==> src/rtl/per_key_top_five_average_macros.svh <==
// Assertion macros for the per-key top-five average RTL.
// Depends on nothing; files that check their own logic include it.
`ifndef PER_KEY_TOP_FIVE_AVERAGE_MACROS_SVH
`define PER_KEY_TOP_FIVE_AVERAGE_MACROS_SVH
`ifndef SYNTHESIS
// Check a consequence in the same cycle as its cause.
`define PKTFA_ASSERT_SAME(label, clk, rst_n, ante, cons, msg) \
    label: assert property (@(posedge clk) disable iff (!rst_n) (ante) |-> (cons)) \
        else $error(msg);
// Check a consequence in the cycle after its cause.
`define PKTFA_ASSERT_NEXT(label, clk, rst_n, ante, cons, msg) \
    label: assert property (@(posedge clk) disable iff (!rst_n) (ante) |=> (cons)) \
        else $error(msg);
`else
`define PKTFA_ASSERT_SAME(label, clk, rst_n, ante, cons, msg)
`define PKTFA_ASSERT_NEXT(label, clk, rst_n, ante, cons, msg)
`endif
`endif

==> src/rtl/pktfa_pkg.sv <==
// Shared types and constants for the per-key top-five average block.
// Used by the controller, the datapath and the top level.
package pktfa_pkg;

    // Field widths of the input and result words
    localparam int KEY_W   = 31;
    localparam int SCORE_W = 16;
    localparam int AVG_W   = 20;
    localparam int KCNT_W  = 3;
    localparam int STAT_W  = 2;
    localparam int FRAC_W  = 4;

    // Result status codes
    localparam logic [STAT_W-1:0] ST_TAKEN = 2'd0;
    localparam logic [STAT_W-1:0] ST_FULL  = 2'd1;
    localparam logic [STAT_W-1:0] ST_ENTRY = 2'd2;
    localparam logic [STAT_W-1:0] ST_EMPTY = 2'd3;

    // Input command codes
    localparam logic CMD_ADD    = 1'b0;
    localparam logic CMD_REPORT = 1'b1;

    // Commands from the controller to the datapath
    typedef struct packed {
        logic load;       // latch the input word, clear index and search flags
        logic idx_inc;    // advance the slot index
        logic scan_step;  // one step of the key search
        logic decide;     // apply the add: append, new slot or table full
        logic sub_clr;    // clear the score position and the score sum
        logic min_step;   // one step of the minimum search
        logic repl;       // replace the minimum if the new score is larger
        logic rpt_empty;  // stage the empty-report result
        logic hdr;        // latch key and count of the reported slot
        logic sum_step;   // one step of the score sum
        logic div_go;     // start the average divider
        logic rpt_res;    // stage the report result, free the slot
        logic emit;       // move the staged result into the output register
    } t_dp_cmd;

    // Status from the datapath to the controller
    typedef struct packed {
        logic cmd_rpt;
        logic scan_done;
        logic need_min;
        logic min_done;
        logic empty;
        logic slot_valid;
        logic sum_done;
        logic div_busy;
        logic out_free;
        logic res_last;
    } t_dp_sts;

endpackage

==> src/rtl/pktfa_ram.sv <==
// Generic single-write, single-read RAM with registered read data.
// No dependencies; instanced for keys, counts and kept scores.
module pktfa_ram #(
    parameter int WIDTH = 16,
    parameter int DEPTH = 16,
    localparam int AW = (DEPTH > 1) ? $clog2(DEPTH) : 1
) (
    input  logic             i_clk,
    input  logic             i_we,
    input  logic [AW-1:0]    i_waddr,
    input  logic [WIDTH-1:0] i_wdata,
    input  logic [AW-1:0]    i_raddr,
    output logic [WIDTH-1:0] o_rdata
);

    logic [WIDTH-1:0] r_mem [DEPTH];
    logic [WIDTH-1:0] r_rdata;

    // Write port
    always_ff @(posedge i_clk) begin
        if (i_we) begin
            r_mem[i_waddr] <= i_wdata;
        end
    end

    // Registered read port
    always_ff @(posedge i_clk) begin
        r_rdata <= r_mem[i_raddr];
    end

    assign o_rdata = r_rdata;

endmodule

==> src/rtl/pktfa_div.sv <==
// Bit-serial restoring divider: one quotient bit per cycle.
// No dependencies; used by the datapath for the Q4 average.
module pktfa_div #(
    parameter int DIVIDEND_W = 23,
    parameter int DIVISOR_W  = 3
) (
    input  logic                  i_clk,
    input  logic                  i_rst_n,
    input  logic                  i_start,
    input  logic [DIVIDEND_W-1:0] i_dividend,
    input  logic [DIVISOR_W-1:0]  i_divisor,
    output logic                  o_busy,
    output logic [DIVIDEND_W-1:0] o_quotient
);

    localparam int CW = $clog2(DIVIDEND_W + 1);

    logic                  r_busy;
    logic [CW-1:0]         r_cnt;
    logic [DIVIDEND_W-1:0] r_quo;
    logic [DIVISOR_W-1:0]  r_rem;
    logic [DIVISOR_W-1:0]  r_dvs;
    logic [DIVISOR_W:0]    w_trial;
    logic [DIVISOR_W:0]    w_diff;
    logic                  w_ge;

    // Shift in the next dividend bit and try the subtract
    assign w_trial = {r_rem, r_quo[DIVIDEND_W-1]};
    assign w_diff  = w_trial - {1'b0, r_dvs};
    assign w_ge    = (w_trial >= {1'b0, r_dvs});

    // Control: stay busy until every dividend bit has been shifted through
    always_ff @(posedge i_clk) begin
        if (!i_rst_n) begin
            r_busy <= 1'b0;
            r_cnt  <= '0;
        end else if (i_start) begin
            r_busy <= 1'b1;
            r_cnt  <= CW'(DIVIDEND_W);
        end else if (r_busy) begin
            r_cnt <= r_cnt - 1'b1;
            if (r_cnt == CW'(1)) begin
                r_busy <= 1'b0;
            end
        end
    end

    // Datapath: remainder and quotient shift register
    always_ff @(posedge i_clk) begin
        if (i_start) begin
            r_quo <= i_dividend;
            r_rem <= '0;
            r_dvs <= i_divisor;
        end else if (r_busy) begin
            r_quo <= {r_quo[DIVIDEND_W-2:0], w_ge};
            r_rem <= w_ge ? w_diff[DIVISOR_W-1:0] : w_trial[DIVISOR_W-1:0];
        end
    end

    assign o_busy     = r_busy;
    assign o_quotient = r_quo;

endmodule

==> src/rtl/pktfa_dp.sv <==
// Datapath: key, count and score memories, search trackers, sum, divider
// and result registers. Depends on pktfa_pkg, pktfa_ram, pktfa_div and the macros header.
`include "per_key_top_five_average_macros.svh"
module pktfa_dp #(
    parameter int TABLE_ENTRIES = 16,
    parameter int TOP_K         = 5
) (
    input  logic                          i_clk,
    input  logic                          i_rst_n,
    input  pktfa_pkg::t_dp_cmd            i_cmd,
    output pktfa_pkg::t_dp_sts            o_sts,
    input  logic                          i_cmd_bit,
    input  logic [pktfa_pkg::KEY_W-1:0]   i_student_id,
    input  logic [pktfa_pkg::SCORE_W-1:0] i_score,
    output logic                          o_valid,
    input  logic                          i_stall,
    output logic [pktfa_pkg::STAT_W-1:0]  o_status,
    output logic [pktfa_pkg::KEY_W-1:0]   o_key_out,
    output logic [pktfa_pkg::AVG_W-1:0]   o_average_q4,
    output logic [pktfa_pkg::KCNT_W-1:0]  o_kept_count,
    output logic                          o_last
);

    localparam int SLOT_W  = (TABLE_ENTRIES > 1) ? $clog2(TABLE_ENTRIES) : 1;
    localparam int IDX_W   = $clog2(TABLE_ENTRIES + 1);
    localparam int SDEPTH  = TABLE_ENTRIES * TOP_K;
    localparam int SADDR_W = (SDEPTH > 1) ? $clog2(SDEPTH) : 1;
    localparam int CNT_W   = $clog2(TOP_K + 1);
    localparam int POS_W   = (TOP_K > 1) ? $clog2(TOP_K) : 1;
    localparam int SUM_W   = pktfa_pkg::SCORE_W + $clog2(TOP_K);
    localparam int DIV_W   = SUM_W + pktfa_pkg::FRAC_W;

    // Address of score position j of slot s
    function automatic logic [SADDR_W-1:0] f_saddr(input logic [SLOT_W-1:0] s,
                                                   input logic [CNT_W-1:0] j);
        return SADDR_W'(s) * SADDR_W'(TOP_K) + SADDR_W'(j);
    endfunction

    // Latched input word
    logic                          r_cmd;
    logic [pktfa_pkg::KEY_W-1:0]   r_key;
    logic [pktfa_pkg::SCORE_W-1:0] r_score;

    // Table occupancy and walk state
    logic [TABLE_ENTRIES-1:0] r_valid;
    logic [IDX_W-1:0]         r_idx;
    logic                     r_found;
    logic [SLOT_W-1:0]        r_found_slot;
    logic [CNT_W-1:0]         r_fcnt;
    logic                     r_free;
    logic [SLOT_W-1:0]        r_free_slot;
    logic [CNT_W-1:0]         r_sub;
    logic [pktfa_pkg::SCORE_W-1:0] r_min;
    logic [POS_W-1:0]         r_min_pos;
    logic [SUM_W-1:0]         r_sum;

    // Staged result and output register
    logic [pktfa_pkg::STAT_W-1:0] r_res_status;
    logic [pktfa_pkg::KEY_W-1:0]  r_res_key;
    logic [pktfa_pkg::AVG_W-1:0]  r_res_avg;
    logic [pktfa_pkg::KCNT_W-1:0] r_res_cnt;
    logic                         r_res_last;
    logic                         r_o_valid;
    logic [pktfa_pkg::STAT_W-1:0] r_o_status;
    logic [pktfa_pkg::KEY_W-1:0]  r_o_key;
    logic [pktfa_pkg::AVG_W-1:0]  r_o_avg;
    logic [pktfa_pkg::KCNT_W-1:0] r_o_cnt;
    logic                         r_o_last;

    // Memory ports
    logic [pktfa_pkg::KEY_W-1:0]   w_key_rd;
    logic [CNT_W-1:0]              w_cnt_rd;
    logic [pktfa_pkg::SCORE_W-1:0] w_score_rd;
    logic                          w_cnt_we;
    logic [SLOT_W-1:0]             w_cnt_waddr;
    logic [CNT_W-1:0]              w_cnt_wdata;
    logic                          w_score_we;
    logic [SADDR_W-1:0]            w_score_waddr;
    logic [SADDR_W-1:0]            w_score_raddr;
    logic                          w_key_we;

    // Misc
    logic [SLOT_W-1:0]        w_slot;
    logic [SLOT_W-1:0]        w_prev;
    logic                     w_found_small;
    logic                     w_take_new;
    logic                     w_replace;
    logic [CNT_W-1:0]         w_cnt_inc;
    logic [TABLE_ENTRIES-1:0] w_above;
    logic                     w_last;
    logic                     w_out_free;
    logic                     w_div_busy;
    logic [DIV_W-1:0]         w_quotient;

    assign w_slot        = r_idx[SLOT_W-1:0];
    assign w_prev        = SLOT_W'(r_idx - 1'b1);
    assign w_found_small = r_found && (r_fcnt < CNT_W'(TOP_K));
    assign w_take_new    = !r_found && r_free;
    assign w_replace     = r_score > r_min;
    assign w_cnt_inc     = r_fcnt + 1'b1;
    assign w_out_free    = !r_o_valid || !i_stall;

    // Mark slots above the current index; the report ends at the highest valid one
    always_comb begin
        for (int i = 0; i < TABLE_ENTRIES; i++) begin
            w_above[i] = (IDX_W'(i) > r_idx);
        end
    end
    assign w_last = ((r_valid & w_above) == '0);

    // Memory write selects
    assign w_key_we    = i_cmd.decide && w_take_new;
    assign w_cnt_we    = i_cmd.decide && (w_found_small || w_take_new);
    assign w_cnt_waddr = w_found_small ? r_found_slot : r_free_slot;
    assign w_cnt_wdata = w_found_small ? w_cnt_inc : CNT_W'(1);
    assign w_score_we  = (i_cmd.decide && (w_found_small || w_take_new))
                      || (i_cmd.repl && w_replace);

    always_comb begin
        if (i_cmd.repl) begin
            w_score_waddr = f_saddr(r_found_slot, CNT_W'(r_min_pos));
        end else if (w_found_small) begin
            w_score_waddr = f_saddr(r_found_slot, r_fcnt);
        end else begin
            w_score_waddr = f_saddr(r_free_slot, '0);
        end
    end

    assign w_score_raddr = r_cmd ? f_saddr(w_slot, r_sub) : f_saddr(r_found_slot, r_sub);

    pktfa_ram #(.WIDTH(pktfa_pkg::KEY_W), .DEPTH(TABLE_ENTRIES)) u_key_ram (
        .i_clk   (i_clk),
        .i_we    (w_key_we),
        .i_waddr (r_free_slot),
        .i_wdata (r_key),
        .i_raddr (w_slot),
        .o_rdata (w_key_rd)
    );

    pktfa_ram #(.WIDTH(CNT_W), .DEPTH(TABLE_ENTRIES)) u_cnt_ram (
        .i_clk   (i_clk),
        .i_we    (w_cnt_we),
        .i_waddr (w_cnt_waddr),
        .i_wdata (w_cnt_wdata),
        .i_raddr (w_slot),
        .o_rdata (w_cnt_rd)
    );

    pktfa_ram #(.WIDTH(pktfa_pkg::SCORE_W), .DEPTH(SDEPTH)) u_score_ram (
        .i_clk   (i_clk),
        .i_we    (w_score_we),
        .i_waddr (w_score_waddr),
        .i_wdata (r_score),
        .i_raddr (w_score_raddr),
        .o_rdata (w_score_rd)
    );

    pktfa_div #(.DIVIDEND_W(DIV_W), .DIVISOR_W(CNT_W)) u_div (
        .i_clk      (i_clk),
        .i_rst_n    (i_rst_n),
        .i_start    (i_cmd.div_go),
        .i_dividend ({r_sum, {pktfa_pkg::FRAC_W{1'b0}}}),
        .i_divisor  (r_fcnt),
        .o_busy     (w_div_busy),
        .o_quotient (w_quotient)
    );

    // Hold the input word; a report header replaces the key with the slot's key
    always_ff @(posedge i_clk) begin
        if (i_cmd.load) begin
            r_cmd   <= i_cmd_bit;
            r_key   <= i_student_id;
            r_score <= i_score;
        end else if (i_cmd.hdr) begin
            r_key <= w_key_rd;
        end
    end

    // Walk the table: slot index and key search trackers
    always_ff @(posedge i_clk) begin
        if (!i_rst_n) begin
            r_idx   <= '0;
            r_found <= 1'b0;
            r_free  <= 1'b0;
        end else if (i_cmd.load) begin
            r_idx   <= '0;
            r_found <= 1'b0;
            r_free  <= 1'b0;
        end else if (i_cmd.idx_inc) begin
            r_idx <= r_idx + 1'b1;
        end else if (i_cmd.scan_step) begin
            if (r_idx != '0) begin
                if (r_valid[w_prev]) begin
                    if (!r_found && w_key_rd == r_key) begin
                        r_found      <= 1'b1;
                        r_found_slot <= w_prev;
                    end
                end else if (!r_free) begin
                    r_free      <= 1'b1;
                    r_free_slot <= w_prev;
                end
            end
            if (r_idx != IDX_W'(TABLE_ENTRIES)) begin
                r_idx <= r_idx + 1'b1;
            end
        end
    end

    // Count of the matched or reported slot
    always_ff @(posedge i_clk) begin
        if (i_cmd.scan_step && r_idx != '0 && r_valid[w_prev] && !r_found
                && w_key_rd == r_key) begin
            r_fcnt <= w_cnt_rd;
        end else if (i_cmd.hdr) begin
            r_fcnt <= w_cnt_rd;
        end
    end

    // Step through score positions: minimum search and sum
    always_ff @(posedge i_clk) begin
        if (i_cmd.sub_clr || i_cmd.hdr) begin
            r_sub <= '0;
            r_sum <= '0;
        end else if (i_cmd.min_step) begin
            if (r_sub != '0 && (r_sub == CNT_W'(1) || w_score_rd < r_min)) begin
                r_min     <= w_score_rd;
                r_min_pos <= POS_W'(r_sub - 1'b1);
            end
            if (r_sub != CNT_W'(TOP_K)) begin
                r_sub <= r_sub + 1'b1;
            end
        end else if (i_cmd.sum_step) begin
            if (r_sub != '0) begin
                r_sum <= r_sum + SUM_W'(w_score_rd);
            end
            if (r_sub != r_fcnt) begin
                r_sub <= r_sub + 1'b1;
            end
        end
    end

    // Occupancy: take a slot on a new key, free it once reported
    always_ff @(posedge i_clk) begin
        if (!i_rst_n) begin
            r_valid <= '0;
        end else if (i_cmd.decide && w_take_new) begin
            r_valid[r_free_slot] <= 1'b1;
        end else if (i_cmd.rpt_res) begin
            r_valid[w_slot] <= 1'b0;
        end
    end

    // Stage the next result word
    always_ff @(posedge i_clk) begin
        if (i_cmd.decide) begin
            r_res_status <= (r_found || r_free) ? pktfa_pkg::ST_TAKEN : pktfa_pkg::ST_FULL;
            r_res_key    <= r_key;
            r_res_avg    <= '0;
            r_res_last   <= 1'b1;
            if (w_found_small) begin
                r_res_cnt <= pktfa_pkg::KCNT_W'(w_cnt_inc);
            end else if (w_take_new) begin
                r_res_cnt <= pktfa_pkg::KCNT_W'(1);
            end else begin
                r_res_cnt <= '0;
            end
        end else if (i_cmd.repl) begin
            r_res_status <= pktfa_pkg::ST_TAKEN;
            r_res_key    <= r_key;
            r_res_avg    <= '0;
            r_res_cnt    <= pktfa_pkg::KCNT_W'(r_fcnt);
            r_res_last   <= 1'b1;
        end else if (i_cmd.rpt_empty) begin
            r_res_status <= pktfa_pkg::ST_EMPTY;
            r_res_key    <= '0;
            r_res_avg    <= '0;
            r_res_cnt    <= '0;
            r_res_last   <= 1'b1;
        end else if (i_cmd.rpt_res) begin
            r_res_status <= pktfa_pkg::ST_ENTRY;
            r_res_key    <= r_key;
            r_res_avg    <= pktfa_pkg::AVG_W'(w_quotient);
            r_res_cnt    <= pktfa_pkg::KCNT_W'(r_fcnt);
            r_res_last   <= w_last;
        end
    end

    // Output register: load a staged word, drop valid once taken
    always_ff @(posedge i_clk) begin
        if (!i_rst_n) begin
            r_o_valid <= 1'b0;
        end else if (i_cmd.emit) begin
            r_o_valid <= 1'b1;
        end else if (!i_stall) begin
            r_o_valid <= 1'b0;
        end
    end

    always_ff @(posedge i_clk) begin
        if (i_cmd.emit) begin
            r_o_status <= r_res_status;
            r_o_key    <= r_res_key;
            r_o_avg    <= r_res_avg;
            r_o_cnt    <= r_res_cnt;
            r_o_last   <= r_res_last;
        end
    end

    assign o_valid      = r_o_valid;
    assign o_status     = r_o_status;
    assign o_key_out    = r_o_key;
    assign o_average_q4 = r_o_avg;
    assign o_kept_count = r_o_cnt;
    assign o_last       = r_o_last;

    // Status to the controller
    assign o_sts.cmd_rpt    = r_cmd;
    assign o_sts.scan_done  = (r_idx == IDX_W'(TABLE_ENTRIES));
    assign o_sts.need_min   = r_found && !w_found_small;
    assign o_sts.min_done   = (r_sub == CNT_W'(TOP_K));
    assign o_sts.empty      = (r_valid == '0);
    assign o_sts.slot_valid = r_valid[w_slot];
    assign o_sts.sum_done   = (r_sub == r_fcnt);
    assign o_sts.div_busy   = w_div_busy;
    assign o_sts.out_free   = w_out_free;
    assign o_sts.res_last   = r_res_last;

    `PKTFA_ASSERT_SAME(a_new_slot_free, i_clk, i_rst_n, i_cmd.decide && w_take_new, !r_valid[r_free_slot], "new key placed in an occupied slot")
    `PKTFA_ASSERT_SAME(a_report_valid, i_clk, i_rst_n, i_cmd.rpt_res, r_valid[w_slot], "report of a free slot")
    `PKTFA_ASSERT_SAME(a_emit_free, i_clk, i_rst_n, i_cmd.emit, w_out_free, "result loaded over a stalled word")
    `PKTFA_ASSERT_NEXT(a_div_runs, i_clk, i_rst_n, i_cmd.div_go, w_div_busy, "divider did not start")

endmodule

==> src/rtl/pktfa_ctrl.sv <==
// Controller state machine: sequences add and report operations.
// Depends on pktfa_pkg for the command and status structs.
module pktfa_ctrl (
    input  logic               i_clk,
    input  logic               i_rst_n,
    input  logic               i_valid,
    output logic               o_stall,
    input  pktfa_pkg::t_dp_sts i_sts,
    output pktfa_pkg::t_dp_cmd o_cmd
);

    localparam logic [3:0] S_IDLE   = 4'd0;
    localparam logic [3:0] S_DISP   = 4'd1;
    localparam logic [3:0] S_SCAN   = 4'd2;
    localparam logic [3:0] S_DECIDE = 4'd3;
    localparam logic [3:0] S_MIN    = 4'd4;
    localparam logic [3:0] S_REPL   = 4'd5;
    localparam logic [3:0] S_RPT    = 4'd6;
    localparam logic [3:0] S_SEEK   = 4'd7;
    localparam logic [3:0] S_HDR    = 4'd8;
    localparam logic [3:0] S_SUM    = 4'd9;
    localparam logic [3:0] S_DIVGO  = 4'd10;
    localparam logic [3:0] S_DIVW   = 4'd11;
    localparam logic [3:0] S_EMIT   = 4'd12;
    localparam logic [3:0] S_NEXT   = 4'd13;

    logic [3:0] r_state;
    logic [3:0] n_state;

    // Next state and datapath commands
    always_comb begin
        n_state = r_state;
        o_cmd   = '0;
        unique case (r_state)
            S_IDLE: begin
                if (i_valid) begin
                    o_cmd.load = 1'b1;
                    n_state    = S_DISP;
                end
            end
            S_DISP: begin
                n_state = i_sts.cmd_rpt ? S_RPT : S_SCAN;
            end
            S_SCAN: begin
                o_cmd.scan_step = 1'b1;
                if (i_sts.scan_done) begin
                    n_state = S_DECIDE;
                end
            end
            S_DECIDE: begin
                if (i_sts.need_min) begin
                    o_cmd.sub_clr = 1'b1;
                    n_state       = S_MIN;
                end else begin
                    o_cmd.decide = 1'b1;
                    n_state      = S_EMIT;
                end
            end
            S_MIN: begin
                o_cmd.min_step = 1'b1;
                if (i_sts.min_done) begin
                    n_state = S_REPL;
                end
            end
            S_REPL: begin
                o_cmd.repl = 1'b1;
                n_state    = S_EMIT;
            end
            S_RPT: begin
                if (i_sts.empty) begin
                    o_cmd.rpt_empty = 1'b1;
                    n_state         = S_EMIT;
                end else begin
                    n_state = S_SEEK;
                end
            end
            S_SEEK: begin
                if (i_sts.slot_valid) begin
                    n_state = S_HDR;
                end else begin
                    o_cmd.idx_inc = 1'b1;
                end
            end
            S_HDR: begin
                o_cmd.hdr = 1'b1;
                n_state   = S_SUM;
            end
            S_SUM: begin
                o_cmd.sum_step = 1'b1;
                if (i_sts.sum_done) begin
                    n_state = S_DIVGO;
                end
            end
            S_DIVGO: begin
                o_cmd.div_go = 1'b1;
                n_state      = S_DIVW;
            end
            S_DIVW: begin
                if (!i_sts.div_busy) begin
                    o_cmd.rpt_res = 1'b1;
                    n_state       = S_EMIT;
                end
            end
            S_EMIT: begin
                if (i_sts.out_free) begin
                    o_cmd.emit = 1'b1;
                    n_state    = i_sts.res_last ? S_IDLE : S_NEXT;
                end
            end
            S_NEXT: begin
                o_cmd.idx_inc = 1'b1;
                n_state       = S_SEEK;
            end
            default: begin
                n_state = S_IDLE;
            end
        endcase
    end

    // State register
    always_ff @(posedge i_clk) begin
        if (!i_rst_n) begin
            r_state <= S_IDLE;
        end else begin
            r_state <= n_state;
        end
    end

    assign o_stall = (r_state != S_IDLE);

endmodule

==> src/rtl/per_key_top_five_average.sv <==
// Channel   Dir  Handshake          Word
// input     in   i_valid / o_stall  i_cmd, i_student_id, i_score
// result    out  o_valid / i_stall  o_status, o_key_out, o_average_q4, o_kept_count, o_last
//
// Add: a key search over the key memory, one slot a cycle; a key that already
//   holds TOP_K scores adds a minimum search over its kept scores.
// Report: each occupied slot is handled by a score sum and the bit-serial divider
//   over DIV_W = 16 + clog2(TOP_K) + 4 bits.
// Reset clears the occupancy bits, not the memories; no memory clearing pass is needed.
// The output register holds a result under stall; the next word is taken once the
//   last result of the current one is loaded into it.
// Top level of the per-key top-five average block; depends on pktfa_pkg,
// pktfa_ctrl and pktfa_dp.
module per_key_top_five_average #(
    parameter int TABLE_ENTRIES = 16,
    parameter int TOP_K         = 5
) (
    input  logic                          i_clk,
    input  logic                          i_rst_n,
    input  logic                          i_valid,
    output logic                          o_stall,
    input  logic                          i_cmd,
    input  logic [pktfa_pkg::KEY_W-1:0]   i_student_id,
    input  logic [pktfa_pkg::SCORE_W-1:0] i_score,
    output logic                          o_valid,
    input  logic                          i_stall,
    output logic [pktfa_pkg::STAT_W-1:0]  o_status,
    output logic [pktfa_pkg::KEY_W-1:0]   o_key_out,
    output logic [pktfa_pkg::AVG_W-1:0]   o_average_q4,
    output logic [pktfa_pkg::KCNT_W-1:0]  o_kept_count,
    output logic                          o_last
);

    pktfa_pkg::t_dp_cmd w_cmd;
    pktfa_pkg::t_dp_sts w_sts;

    // Sequence each word
    pktfa_ctrl u_ctrl (
        .i_clk   (i_clk),
        .i_rst_n (i_rst_n),
        .i_valid (i_valid),
        .o_stall (o_stall),
        .i_sts   (w_sts),
        .o_cmd   (w_cmd)
    );

    // Table storage, arithmetic and result register
    pktfa_dp #(
        .TABLE_ENTRIES (TABLE_ENTRIES),
        .TOP_K         (TOP_K)
    ) u_dp (
        .i_clk        (i_clk),
        .i_rst_n      (i_rst_n),
        .i_cmd        (w_cmd),
        .o_sts        (w_sts),
        .i_cmd_bit    (i_cmd),
        .i_student_id (i_student_id),
        .i_score      (i_score),
        .o_valid      (o_valid),
        .i_stall      (i_stall),
        .o_status     (o_status),
        .o_key_out    (o_key_out),
        .o_average_q4 (o_average_q4),
        .o_kept_count (o_kept_count),
        .o_last       (o_last)
    );

endmodule

==> config.mk <==
export PLATFORM = sky130hd
export DESIGN_NAME = per_key_top_five_average
export DESIGN_NICKNAME = d
export VERILOG_FILES = /design/src/rtl/pktfa_pkg.sv /design/src/rtl/pktfa_ram.sv /design/src/rtl/pktfa_div.sv /design/src/rtl/pktfa_dp.sv /design/src/rtl/pktfa_ctrl.sv /design/src/rtl/per_key_top_five_average.sv
export VERILOG_INCLUDE_DIRS = /design/src /design/src/rtl
export SDC_FILE = /design/constraint.sdc
export NUM_CORES = 2
export LEC_CHECK = 0
export ABC_AREA = 0
export BUFFER_PORTS_ARGS = -buffer_cell sky130_fd_sc_hd__buf_4
export CAP_MARGIN = 15
export CORE_MARGIN = 1
export CORE_UTILIZATION = 45
export CTS_BUF_LIST = sky130_fd_sc_hd__clkbuf_4 sky130_fd_sc_hd__clkbuf_8 sky130_fd_sc_hd__clkbuf_16
export CTS_CLUSTER_SIZE = 40
export DETAILED_ROUTE_END_ITERATION = 10
export GPL_TIMING_DRIVEN = 0
export PLACE_DENSITY = 0.59
export SLEW_MARGIN = 30
export SYNTH_ARGS = -nofsm -noshare
export SYNTH_HDL_FRONTEND = slang
export SYNTH_SLANG_ARGS = --single-unit
==> constraint.sdc <==
create_clock -name i_clk -period 9.3 [get_ports i_clk]
set_input_delay 0.93 -clock i_clk [delete_from_list [all_inputs] [get_ports i_clk]]
set_output_delay 0.93 -clock i_clk [all_outputs]
set_load 0.01 [all_outputs]
==> results.txt <==
- The die is 437 µm wide.
- Wire per inst: 29.2 µm
- Final #Nets: 5172
- Slowest stage cell on the critical path: sky130_fd_sc_hd__a221oi_1
- When the netlist entered floorplanning its net count stood at 4670.
* Layout cells sized above 1: 27.2%
* Fraction of power consumed by combinational cells: 30.0%
* Detailed router's first-iteration violation count: 5015
- In the final timing run, aggregate negative setup slack is 0 ps.
- TritonCTS created 216 clock buffers.
- The clock network burns 29.5% of the power.
* Antenna violations before repair: 9
- After synthesis the cells add up to 85000 µm².
- Power per unit of standard cell area: 297 nW/µm²
* Unrepaired setup endpoints after global routing: false
* Count of buffers added by post-CTS timing repair for setup: 0
* Worst-skew pair later-pin latency: 870 ps
* TritonCTS clock tree: done
- Of the total power, the share spent switching nets is 32.6%.
* Vias per std cell: 5.86
- The count of buffers added on input and output ports is 110.
* CP top delay family: compound AO/OA/AOI/OAI gates
- Max rail drop VDD: 196 µV
- Routability Congestion: 0.858
- Slew HR: 24.7%
- The initialized floorplan defines 159 standard-cell rows.
- Fill cell instance count of the final layout: 14700
- Worst-path clk slew: 60 ps
* Number of endpoints with negative hold slack in the final report: 0
* Internal Pwr Total: 20.0 mW
- Number of placed instances with taps included: 7297
- The first global-routing pass estimated 323000 µm of wire.
* Final total power: 29.7 mW
- DP HPWL: 155000 µm
- Min-Delay Path Class: in2reg
- Combined global-route utilization of all metal layers: 23.6%
* Prevailing post-synth register cell: sky130_fd_sc_hd__edfxtp_1
- Setup violations remaining at the end of the flow were counted as 0.
- The clock net in this run drives a total of 2151 sinks.
- After clock tree synthesis, the flow added hold-fix buffers numbering 0.
- The analysis attributes to cell leakage a power of 32.4 nW.
* Instance area after placement: 92500 µm²
- The clock passes through at most 3 buffers.
- Summed over all layers, the global routing overflow is 0.
- In this run, flip-flops and latches consume 40.5% of the power.
* Critical path data required time: 9940 ps
- In this run the worst path has a maximum fanout of 10.
- Across the run, the number of max-cap violations was 0.
* Remaining DRCs: 0
- Register bit count reported by yosys: 2151
- Standard cell core area: 188000 µm²
* DIE AREA: 191000 µm²
- Routed Antenna Nets: 0
- First-pass DRT Iterations: 6
- Data on the critical path arrives at its endpoint at 6130 ps.
- Wire length reported by the detailed router: 225000 µm
* Resized Gates After CTS: 0
* Final slew viol count: 0
- For the pin with the worst max-slew slack, the measured transition is 1130 ps.
- Distinct cell type count of the synthesized netlist: 68
- The routed design could run at a clock period as short as 5490 ps.
- Final worst-path setup slack: 3810 ps
- Critical path buffer and inverter count: 4
- The detailed router placed 45200 vias in this run.
- The H-tree was split into 4 levels.
- In this run, synthesis inferred 2017 flip-flops with an integrated enable.
* Biggest cell delay along the critical path: 990 ps
- Walking the worst path, the cells encountered are ha_1 -> ha_1 -> inv_1 -> fa_1 -> nand2b_1 -> a31oi_1 -> and3_1 -> clkbuf_1 -> buf_2 -> buf_1 -> nand2_1 -> a32oi_1 -> o221ai_1 -> a221oi_1.
- Across the routed clock network, the largest skew measured is 64.4 ps.
* Maximum operating frequency: 182 MHz
- Initial Util: 45.3%
- Number of global-route vias before repair: 44700
- FFs w/ async S/R, synth: 0%
* Yosys warning total: 0
- Switching power: 9.68 mW
- The flow ran to the end, and the final reports show no timing, DRC or antenna violations.
- Dividing the final minimum period by the clock period gives 59.1%.
- Largest net degree at the start of global routing: 27
- Post-Layout Cell Count: 7702
- DIE HEIGHT: 437 µm
- Sequential share of the synthesized area: 74.4%
* Crit path top cell by count: sky130_fd_sc_hd__ha_1
- Mean instance size in the synthesized netlist: 18.8 µm²
* Synth Instances: 4519
- The root buffer cell chosen for the clock tree is sky130_fd_sc_hd__clkbuf_16.
- Crit start category: flop
- In this run the count of I/O pins placed on the die edge is 111.
- Endpoint kind of the worst setup timing path: flop
- Relative area change from synthesis to final layout: 17.3%
* Post-route design area: 99700 µm²
* Post-Place Worst Slack: 3990 ps
* Crit Path Class: reg2reg
routing by layer:
layer	up-vias	track usage (%)	routed length [µm]
li1	19200	-	-
met1	23800	32.7	92500
met2	1845	38.4	110000
met3	327	3.89	16300
met4	2	7.13	6090
met5	-	0	13
logic make-up (layout without fill, tap and decap cells):
family	Yosys count	in the layout	share of synthesized area (%)
simple gates	1009	1009	5.26
compound gates	344	344	2.67
buf+inv	274	958	1.47
mux	570	570	13.9
other cells	0	4	0
flops	2151	2151	74.4
fa+ha+maj	99	99	1.53
xor+xnor	72	72	0.751
final timing paths:
path,endpoint,startpoint,slack (ps),depth (start not counted)
setup / recovery,u_dp.u_score_ram.o_rdata[5]$_DFF_P_,u_dp.r_idx[0]$_SDFFE_PP0P_,3810,14
hold / removal,u_dp.r_score[4]$_DFFE_PP_,i_score[4],240,1
setup reg to reg,u_dp.u_score_ram.o_rdata[5]$_DFF_P_,u_dp.r_idx[0]$_SDFFE_PP0P_,3810,14
hold reg to reg,u_dp.o_key_out[22]$_DFFE_PP_,u_dp.r_res_key[22]$_DFFE_PP_,410,0
worst reg2reg max path, stage by stage, from the launching register on:
cell and delay, ps:
sky130_fd_sc_hd__dfxtp_1 570, sky130_fd_sc_hd__ha_1 320, sky130_fd_sc_hd__ha_1 290, sky130_fd_sc_hd__inv_1 50, sky130_fd_sc_hd__fa_1 380, sky130_fd_sc_hd__nand2b_1 170, sky130_fd_sc_hd__a31oi_1 210, sky130_fd_sc_hd__and3_1 240
sky130_fd_sc_hd__clkbuf_1 290, sky130_fd_sc_hd__buf_2 440, sky130_fd_sc_hd__buf_1 590, sky130_fd_sc_hd__nand2_1 100, sky130_fd_sc_hd__a32oi_1 340, sky130_fd_sc_hd__o221ai_1 290, sky130_fd_sc_hd__a221oi_1 990
cell type report:
type                    instances  area [µm²]  area share [%]
well taps                    2495        3120            3.13
flip-flops and latches       2151       63300            63.4
inverters                      56         210           0.211
repair buffers                284        3590            3.60
clock buffers                 280        6040            6.05
plain buffers                 218        1070            1.07
multi-input cells            2094       21300            21.3
clock inverters               120        1150            1.15
diodes                          4        10.0          0.0100
power by group through the flow:
stage,Sequential (mW),Combinational (mW),Clock (mW)
finish,12.0,8.89,8.75
global route,12.1,9.37,9.22
CTS,12.0,8.87,8.87
detailed placement,12.2,8.84,0
global placement,12.7,8.00,0
floorplan,12.2,5.17,0
layout by cell type (no fill, tap or decap), drive strengths merged, types with 27 or more instances in the layout:
cell    instances
clkbuf        381
buf           401
and3           27
clkinv         91
inv            62
ha             91
a21o           30
a31oi          27
o21ai          58
mux2           34
nor2b          45
mux2i          54
nand2         487
nor2          196
nand3         116
nand4          29
dfxtp         134
nor3           53
a21oi         103
mux4          482
edfxtp       2017
xor2           49
sequential cells by signal (all words and copies together) (netlist names), 19 cells and up:
| signal | cells |
|---|---|
| u_dp.u_key_ram.r_mem | 496 |
| u_dp.u_key_ram.o_rdata | 31 |
| u_dp.r_res_avg | 20 |
| u_dp.u_score_ram.r_mem | 1280 |
| u_dp.r_sum | 19 |
| u_dp.r_key | 31 |
| u_dp.u_cnt_ram.r_mem | 48 |
| u_dp.o_average_q4 | 20 |
| u_dp.u_div.o_quotient | 23 |
| u_dp.o_key_out | 31 |
| u_dp.r_res_key | 31 |
through the flow:
step / hold slack [ps] / utilization, %
2_1_floorplan: 386 / -
3_5_place_dp: 392 / 49.3
3_3_place_gp: 397 / 47.4
4_1_cts: 178 / 53.1
6_report: 237 / 53.1
5_1_grt: 201 / 53.1
synth_stat cells (all sizes together) (24+ instances only):
master | n | share of area (%)
a21o | 30 | 0.26
a21oi | 103 | 0.61
a31oi | 27 | 0.20
and3 | 27 | 0.20
buf | 118 | 0.78
clkbuf | 100 | 0.44
dfxtp | 134 | 3.2
edfxtp | 2017 | 71
ha | 91 | 1.3
inv | 56 | 0.25
mux2 | 34 | 0.45
mux2i | 54 | 0.67
mux4 | 482 | 13
nand2 | 487 | 2.2
nand3 | 116 | 0.73
nand4 | 29 | 0.21
nor2 | 196 | 0.87
nor2b | 45 | 0.33
nor3 | 53 | 0.32
o21ai | 58 | 0.34
o22ai | 24 | 0.18
xor2 | 49 | 0.51
Note: power is estimated with default switching activity, not from simulation.
